--- src/rtl/core/rbei_fifo.sv ---
`default_nettype none
// ----------------------------------------------------------------------------
// rbei_fifo
// Small register queue with push/full and pop/empty sides.
// ----------------------------------------------------------------------------
module rbei_fifo #(
   parameter int WIDTH = 8,
   parameter int DEPTH = 4
) (
   input  logic             clock,
   input  logic             reset,
   input  logic             push,
   input  logic [WIDTH-1:0] push_data,
   output logic             full,
   input  logic             pop,
   output logic [WIDTH-1:0] pop_data,
   output logic             empty
);
   localparam int PTR_W = (DEPTH > 1) ? $clog2(DEPTH) : 1;
   localparam int CNT_W = $clog2(DEPTH + 1);

   logic [WIDTH-1:0] mem_ff [DEPTH];
   logic [PTR_W-1:0] wr_ptr_ff, wr_ptr_in;
   logic [PTR_W-1:0] rd_ptr_ff, rd_ptr_in;
   logic [CNT_W-1:0] count_ff, count_in;
   logic             do_push, do_pop;

   assign full     = (count_ff == CNT_W'(DEPTH));
   assign empty    = (count_ff == '0);
   assign do_push  = push && !full;
   assign do_pop   = pop && !empty;
   assign pop_data = mem_ff[rd_ptr_ff];

   always_comb begin
      wr_ptr_in = wr_ptr_ff;
      rd_ptr_in = rd_ptr_ff;
      count_in  = count_ff;
      if (do_push) begin
         wr_ptr_in = (wr_ptr_ff == PTR_W'(DEPTH - 1)) ? '0 : wr_ptr_ff + 1'b1;
      end
      if (do_pop) begin
         rd_ptr_in = (rd_ptr_ff == PTR_W'(DEPTH - 1)) ? '0 : rd_ptr_ff + 1'b1;
      end
      if (do_push && !do_pop) begin
         count_in = count_ff + 1'b1;
      end else if (do_pop && !do_push) begin
         count_in = count_ff - 1'b1;
      end
   end

   always_ff @(posedge clock) begin
      if (reset) begin
         wr_ptr_ff <= '0;
         rd_ptr_ff <= '0;
         count_ff  <= '0;
      end else begin
         wr_ptr_ff <= wr_ptr_in;
         rd_ptr_ff <= rd_ptr_in;
         count_ff  <= count_in;
      end
   end

   always_ff @(posedge clock) begin
      if (do_push) begin
         mem_ff[wr_ptr_ff] <= push_data;
      end
   end

endmodule
`default_nettype wire

--- config.mk ---
export PLATFORM = sky130hd
export DESIGN_NAME = rbei_fifo
export DESIGN_NICKNAME = d
export VERILOG_FILES = /design/src/rtl/core/rbei_fifo.sv
export SDC_FILE = /design/constraint.sdc
export NUM_CORES = 1
export LEC_CHECK = 0
export ABC_AREA = 1
export BUFFER_PORTS_ARGS = -buffer_cell sky130_fd_sc_hd__buf_2
export CORE_MARGIN = 1
export CORE_UTILIZATION = 23
export CTS_BUF_LIST = sky130_fd_sc_hd__clkbuf_2
export CTS_CLUSTER_DIAMETER = 120
export DETAILED_ROUTE_END_ITERATION = 6
export PLACE_DENSITY = 0.45
export SLEW_MARGIN = 20
export SYNTH_ARGS = -nofsm -noshare
export SYNTH_HDL_FRONTEND = slang
export SYNTH_SLANG_ARGS = --single-unit
--- constraint.sdc ---
create_clock -name clock -period 2.99 [get_ports clock]
set_input_delay 0.598 -clock clock [delete_from_list [all_inputs] [get_ports clock]]
set_output_delay 0.598 -clock clock [all_outputs]
set_load 0.02 [all_outputs]
==> qor.yml <==
status: "finished, final reports clean"
grt_antenna_before_repair: 0
ir_worst_vdd_uv: 281
fin_skew_ns: 0.0175
rsz0062_at_grt: "false"
yosys-top-cells-area: "edfxtp_1 57%, dfxtp_1 11%, nor2_1 7.3%, ha_1 4.4%, o21ai_0 3.8%"
crit_slowest_cell: "dfxtp_1"
worstPathMaxFanout: 17
grt_max_degree: 18
finalNonFillerCells: 270
cts_setup_buffers: 0
synth-seq-cells: 41
synth_area_leader_cell: "edfxtp_1"
finalSetupViolCount: 0
final-hold-violation-count: 0
drt_iter0_markers: 48
path_class: "register to output pin"
cts_buffers: 5
antennaDiodeCount: 0
vias: 1074
dr.pass1.iters: 4
start_util_pct: 24.4
period_minus_slack_ns: 2.42
tns_ns: 0
hold_class: "input pin to register"
drive_gt1_share_pct: 19.0
wl_mm: 3.08
port_buffers: 21
cp.arrival_ns: 1.82
end_kind: "output pin"
coreArea_um2: 6940
die_y_um: 87.9
fmax_mhz: 413
cap_violations: 0
tightest_slew_ns: 0.834
power_density_nw_per_um2: 801
leakage_nw: 0.760
clockBufferDepth: 2
viasPerCell: 3.98
netlist_area_um2: 1700
postSynthAreaPerCell_um2: 11.5
ios: 22
num-nets-final: 193
slowest_delay_ns: 0.70
clk_latency_ns: 0.39
h-tree-depth: 2
grt_pass1_wl_mm: 4.84
finalCritPeriodShare_pct: 81.0
rows: 30
cts.clk_slew.worst_paths_ns: 0.18
synth_nets: 166
drc: 0
die_area_um2: 7720
avgRoutedWirePerCell_um: 11.4
synth_top_area_share_pct: 56.6
yosysSeqAreaShare_pct: 67.3
die_w_um: 87.9
place.gp.congestion: 0.707
area_growth_pct: 14.5
cts_hold_buf: 0
critical_path_required_ns: 2.39
grt_pass1_vias: 982
maxSlewHeadroom_pct: 44.2
clkSinkCount: 41
crit_family: "flip-flops"
dp_hpwl_mm: 2.10
cts-root-buf: "clkbuf_2"
startpoint_type: "register"
overflow: 0
synthDistinctLibCells: 19
cts_tree: "done"
cp_num_buf_inv: 2
ant_nets: 0
slew_viol_final: 0
yosysWarnings: 0
dp.cells: 263
hold_slack_ns: 0.361
netlist_instances: 147
grt_usage_pct: 8.68
cp_cell_sequence: "inv_2, o21ai_0, o22ai_1, buf_2"
cts_resized: 0
==> routing by layer <==
metal  wire length [µm]  track usage, %  share of wire, %
met1               1550            11.0                50
met3                157            3.20               5.1
met2               1330            13.3                43
met4                 49            3.58               1.6
met5                  0               0                 0
==> final cells by class <==
class | count | area [µm²]
clock buffers | 5 | 25.0
inverters | 18 | 67.6
well taps | 96 | 120
multi-input cells | 86 | 465
repair buffers | 22 | 113
clock inverters | 2 | 11.3
flip-flops and latches | 41 | 1140
fillers | 744 | 5000
==> cells in the mapped netlist (all sizes together) <==
master,n
a21oi,2
nand2,14
ha,6
nand3,1
nand3b,2
xor2,1
edfxtp,32
o21ai,17
nor2,33
buf,2
fa,1
inv,18
dfxtp,9
nand4,1
o22ai,8
==> worst paths after layout <==
| path | startpoint | to | slack (ns) | cells after the start |
|---|---|---|---|---|
| worst max register to register | count_ff[1] | count_ff[1] | 1.08 | 9 |
| worst min register to register | count_ff[1] | count_ff[1] | 0.54 | 2 |
| worst max-delay path | register | pop_data[4] | 0.57 | 4 |
| worst min-delay path | reset | count_ff[0] | 0.36 | 2 |
==> cell families (layout without fill, tap and decap cells) <==
kind of cell,count (synthesis),after routing,share of synthesized area [%]
DFF,41,41,67.3
buffers and inverters,20,47,5.31
xor gates and xnor gates,1,1,0.516
and+or+nand+nor,51,51,12.1
adders and majority gates,7,7,5.60
AOI/OAI and AO/OA,27,27,9.22
==> placed cells by master, fill, tap and decap left out, drive strengths merged, types with 2 or more instances in the layout <==
| cell | n |
|---|---|
| o22ai | 8 |
| buf | 22 |
| nor2 | 33 |
| a21oi | 2 |
| nand3b | 2 |
| clkbuf | 5 |
| ha | 6 |
| dfxtp | 9 |
| edfxtp | 32 |
| o21ai | 17 |
| inv | 18 |
| nand2 | 14 |
==> registers in the layout, summed over array words and instances, names as in the netlist, named ones only <==
register   count
mem_ff        32
wr_ptr_ff      2
rd_ptr_ff      2
count_ff       3
==> report_power, final <==
part           switching [mW]  internal [mW]  total [mW]
Clock                   0.171         0.0504       0.221
Sequential             0.0714          0.706       0.777
Combinational           0.364          0.195       0.558
==> through the flow <==
stage	setup WS (ns)	utilization (%)	cell area, µm²	power [mW]
floorplan	1.27	-	1700	1.19
global placement	1.01	27.5	1910	1.35
detailed placement	0.964	27.5	1910	1.36
CTS	0.495	28.0	1940	1.58
global route	0.331	28.0	1940	1.68
finish	0.569	28.0	1940	1.56
Power figures use the tool's default switching activity.
