## src/rtl/core/rbei_pkg.sv

```systemverilog
`default_nettype none
// ----------------------------------------------------------------------------
// rbei_pkg
// Shared types and constants of the rigid body Euler integration core.
// ----------------------------------------------------------------------------
package rbei_pkg;

   localparam int FRAC_BITS_DEF = 16;
   localparam int DT_W          = 17;
   localparam logic [DT_W-1:0] TIME_STEP_RESET = 17'd1092;

   localparam int ROOT_W = 32;
   localparam int RAD_W  = 2 * ROOT_W;
   localparam int QUO_W  = 32;
   localparam int DIVD_W = QUO_W + 31;

   localparam int MID_DEPTH_DEF = 4;
   localparam int OUT_DEPTH_DEF = 2;

   typedef enum logic [1:0] {
      KIND_DYNAMIC = 2'b01,
      KIND_STATIC  = 2'b10
   } body_kind_type;

   typedef struct packed {
      logic signed [31:0] pos_x;
      logic signed [31:0] pos_y;
      logic signed [31:0] vel_x;
      logic signed [31:0] vel_y;
      logic signed [31:0] force_x;
      logic signed [31:0] force_y;
      logic [30:0]        recip_mass;
      logic [30:0]        friction;
      logic [30:0]        half_width;
      logic [30:0]        half_height;
      logic               static_flag;
   } req_type;

   typedef struct packed {
      logic signed [31:0] new_pos_x;
      logic signed [31:0] new_pos_y;
      logic signed [31:0] new_vel_x;
      logic signed [31:0] new_vel_y;
      logic signed [31:0] box_min_x;
      logic signed [31:0] box_min_y;
      logic signed [31:0] box_max_x;
      logic signed [31:0] box_max_y;
      logic               integrated;
   } rsp_type;

   typedef struct packed {
      req_type          body;
      logic [DT_W-1:0]  dt;
      body_kind_type    kind;
   } job_type;

   // Sideband that rides along the square root and divide pipelines
   typedef struct packed {
      body_kind_type      kind;
      logic               limit;
      logic signed [31:0] pos_x;
      logic signed [31:0] pos_y;
      logic signed [31:0] old_vel_x;
      logic signed [31:0] old_vel_y;
      logic signed [31:0] vel_x;
      logic signed [31:0] vel_y;
      logic [30:0]        half_width;
      logic [30:0]        half_height;
      logic [DT_W-1:0]    dt;
   } carry_type;

endpackage
`default_nettype wire

```

## src/rtl/core/rbei_front.sv

```systemverilog
`default_nettype none
// ----------------------------------------------------------------------------
// rbei_front
// Accepts requests, holds the time step register, clamps the step to one
// and tags each body as static or dynamic before it enters the job queue.
// ----------------------------------------------------------------------------
module rbei_front #(
   parameter int FRAC_BITS = rbei_pkg::FRAC_BITS_DEF
) (
   input  logic                         clock,
   input  logic                         reset,
   input  logic                         req_push,
   input  rbei_pkg::req_type            req_data,
   output logic                         req_full,
   input  logic                         csr_we,
   input  logic [rbei_pkg::DT_W-1:0]    csr_wdata,
   output logic                         job_push,
   output rbei_pkg::job_type            job_data,
   input  logic                         job_full
);
   import rbei_pkg::*;

   localparam logic [31:0] ONE = 32'(1) << FRAC_BITS;

   logic [DT_W-1:0] time_step_ff, time_step_in;
   logic            valid_ff, valid_in;
   job_type         job_ff, job_in;
   logic            accept;

   assign req_full = valid_ff && job_full;
   assign accept   = req_push && !req_full;
   assign job_push = valid_ff && !job_full;
   assign job_data = job_ff;

   always_comb begin
      time_step_in = csr_we ? csr_wdata : time_step_ff;
      valid_in     = accept || (valid_ff && job_full);
      job_in       = job_ff;
      if (accept) begin
         job_in.body = req_data;
         job_in.dt   = (32'(time_step_ff) > ONE) ? DT_W'(ONE) : time_step_ff;
         job_in.kind = req_data.static_flag ? KIND_STATIC : KIND_DYNAMIC;
      end
   end

   always_ff @(posedge clock) begin
      if (reset) begin
         time_step_ff <= TIME_STEP_RESET;
         valid_ff     <= 1'b0;
      end else begin
         time_step_ff <= time_step_in;
         valid_ff     <= valid_in;
      end
   end

   always_ff @(posedge clock) begin
      job_ff <= job_in;
   end

endmodule
`default_nettype wire

```

## config.mk

```make
export PLATFORM = sky130hd
export DESIGN_NAME = rbei_front
export DESIGN_NICKNAME = d
export VERILOG_FILES = /design/src/rtl/core/rbei_pkg.sv /design/src/rtl/core/rbei_front.sv
export SDC_FILE = /design/constraint.sdc
export NUM_CORES = 1
export LEC_CHECK = 0
export ABC_CLOCK_PERIOD_IN_PS = 28900
export BUFFER_PORTS_ARGS = -buffer_cell sky130_fd_sc_hd__buf_2
export CORE_AREA = 2 2 267 269
export DETAILED_ROUTE_END_ITERATION = 8
export DIE_AREA = 0 0 269 271
export GPL_ROUTABILITY_DRIVEN = 0
export RECOVER_POWER = 50
export SLEW_MARGIN = 20
export SYNTH_ARGS = -nofsm -noshare
export SYNTH_HDL_FRONTEND = slang
export SYNTH_SLANG_ARGS = --single-unit
```

## constraint.sdc

```tcl
create_clock -name clock -period 28.9 [get_ports clock]
set_clock_uncertainty 0.2 [all_clocks]
set_input_delay 7.225 -clock clock [delete_from_list [all_inputs] [get_ports clock]]
set_output_delay 7.225 -clock clock [all_outputs]
set_load 0.02 [all_outputs]
```

==> reports/results.ini <==
[sta]
worstMarginPinSlew_ps = 2308
final.min_clock_period_ps = 15100
finalSetupTns_ps = 0
hold_viol = 0
slew-limit-headroom_pct = -54.18
finalSetupViolCount = 0
max_freq_mhz = 66.21
finalMaxSlewViolations = 26
period_share_pct = 52.26
rsz0062_at_grt = no

[floorplanning]
die-area_sq_um = 72900
fp.coreArea_sq_um = 69790
num_io_pins = 677
die_y_um = 271
die_x_um = 269
start_util_pct = 15.68
rows = 97

[placement]
placed_cells = 2034
dp_hpwl_mm = 29.00
dpl_cell_area_sq_um = 15510
portBuffers = 676

[setup_path]
slowest_delay_ps = 180
crit_fanout = 3
crit_arrival_ps = 7680
worst-path-buf-inv = 2
crit_path_end_kind = output pin
worstSetupPathType = primary input to output pin
critical_path.most_common_cell = buf_2
worstPathRequired_ps = 21480
critPathLaunchType = primary input
crit_slowest_cell = and2_0
crit_chain = buf_2 > and2_0 > buf_2
path_delay_family = buffers and inverters

[final_layout]
fill_cells = 7376
stdcell_area_sq_um = 16510
layout-drive-gt1-share_pct = 49.01
areaGrowthSynthToFinish_pct = 50.86
fin_cells = 2111
nets = 1475

[cts]
numCtsBuffers = 40
clk_latency_ps = 550
cts_tree = built
post_cts_buffers = 0
clk_pin_slew_worst_paths_ps = 60
ctsHoldBuffers = 0
cts_sinks = 353
root_buffer = clkbuf_16
h-tree-depth = 2
clk_path_buf_depth = 3
ctsResizeCount = 0

[yosys]
synthAdderAreaFrac_pct = 0
synth_mux_area_share_pct = 1.280
synth_xor_area_share_pct = 0
ys_seq_area_share_pct = 95.21
yosys.area_share.simple_pct = 2.629
syn_area_sq_um = 10940
synth_top_family_by_area = simple AND/OR/NAND/NOR gates
synthCells = 421
ys_ff_latch = 353
synth_compound_area_share_pct = 0.4916
ys.warnings.count = 0
synth_nets = 760
synth_cell_type_count = 15
avgSynthCellArea_sq_um = 26.00

[power]
p_leak_nw = 6.423
p_sw_mw = 0.2851
powerDensity_nw_per_um2 = 71.68
swShare_pct = 24.09
pwr-share-clk_pct = 40.0
worst_ir_drop_vdd_uv = 40.00
internal_power_mw = 0.8984
power.share.sequential_pct = 51.3
power_frac_comb_pct = 8.7

[worst_hold_path]
hold_class = flop to flop

[global_route]
gr-total-overflow = 0
grt_pass1_vias = 7454
grt_pass1_wl_mm = 49.42
grt.total_usage_pct = 9.449
antenna_found_initial = 23
grt_start_max_net_pins = 165

[routing]
drc = 0
num_vias = 6868
drt_iter0_markers = 228
viasPerCell = 3.253
routed_wl_mm = 36.59
post_drt_wl_per_cell_um = 17.33
ant_nets = 0
first_pass_iters = 6

[flow_run]
maxCapViolations = 1

[outcome]
violations = max-capacitance violations, max-slew violations
status = complete, but fails checks

[final cells by class]
cell class | instances | area, sq um | share of cell area [%]
sequential | 353 | 10420 | 63.11
timing repair buffer | 679 | 3207 | 19.42
tap | 940 | 1176 | 7.123
clock buffer | 50 | 1080 | 6.540
multi-input combinational | 60 | 462.9 | 2.804
clock inverter | 23 | 147.6 | 0.8942
antenna | 4 | 10.01 | 0.06062
inverter | 2 | 7.507 | 0.04547
[cells by family after synthesis]
| family | count (synthesis) |
|---|---|
| flip-flops | 353 |
| AND/OR/NAND/NOR | 42 |
| multiplexers | 14 |
| buffers and inverters | 8 |
| AO/OA/AOI/OAI | 4 |
[flip-flops by register name, indices dropped and copies added (netlist names)]
name / cells
valid_ff: 1
time_step_ff: 17
job_data: 335
[layer usage]
layer | track usage [%] | share of wire, % | vias to the layer above
li1 | - | - | 3109
met4 | 3.450 | 2.7 | 14
met1 | 10.13 | 37 | 3240
met5 | 0 | 0.24 | -
met3 | 5.252 | 14 | 71
met2 | 15.50 | 46 | 434
[per-stage QoR]
stage | worst slack [ps] | util (%) | hold slack [ps] | total power [mW]
final | 13800 | 23.66 | 359.4 | 1.183
after global routing | 13770 | 23.65 | 377.2 | 1.235
after floorplan | 5556 | - | 327.7 | 0.6813
after CTS | 13770 | 23.99 | 360.3 | 1.211
after detailed placement | 13770 | 22.23 | 351.3 | 0.7271
after global placement | 13770 | 22.23 | 339.6 | 0.7246
[final timing paths]
check | from | endpoint | slack, ps | cells past startpoint
max | job_full | req_full | 13800 | 3
min | time_step_ff[14] | time_step_ff[14] | 360 | 2
max reg2reg | valid_ff | job_data[93] | 24220 | 4
min reg2reg | time_step_ff[14] | time_step_ff[14] | 360 | 2
[power groups by stage]
stage / clock network (mW) / logic [mW] / registers [mW]
detailed placement: 0 / 0.110 / 0.617
floorplan: 0 / 0.0143 / 0.667
global route: 0.513 / 0.111 / 0.610
global placement: 0 / 0.108 / 0.617
CTS: 0.494 / 0.110 / 0.607
finish: 0.473 / 0.103 / 0.607
[layout by cell type (no fill, tap or decap), types with 2 or more instances in the layout]
master	n
a211o_1	3
buf_2	507
buf_4	2
clkbuf_1	176
clkbuf_16	41
clkbuf_8	2
clkinv_1	10
clkinv_2	4
clkinv_4	2
dfxtp_1	18
diode_2	4
edfxtp_1	335
inv_1	2
inv_6	3
inv_8	2
mux2i_1	14
nor2_1	16
nor2b_1	19
nor2b_2	2
nor4_4	4
[Yosys cell counts]
cell type | number | area [sq um]
nor4_4 | 4 | 85.08
and2_1 | 1 | 6.260
clkbuf_2 | 1 | 5.000
nor2_1 | 16 | 60.06
a211o_1 | 3 | 26.28
nor2b_1 | 19 | 118.9
inv_1 | 2 | 7.510
edfxtp_1 | 335 | 10060
a41oi_4 | 1 | 27.53
mux2i_1 | 14 | 140.1
nor2b_2 | 2 | 17.52
buf_4 | 3 | 22.52
clkbuf_1 | 1 | 3.750
buf_1 | 1 | 3.750
dfxtp_1 | 18 | 360.4
[worst reg2reg max path: stages (launching register included)]
cell,delay [ps]
dfxtp_1,310
and2_0,170
nor2b_1,1720
buf_4,940
buf_4,910
Power figures use the tool's default switching activity.
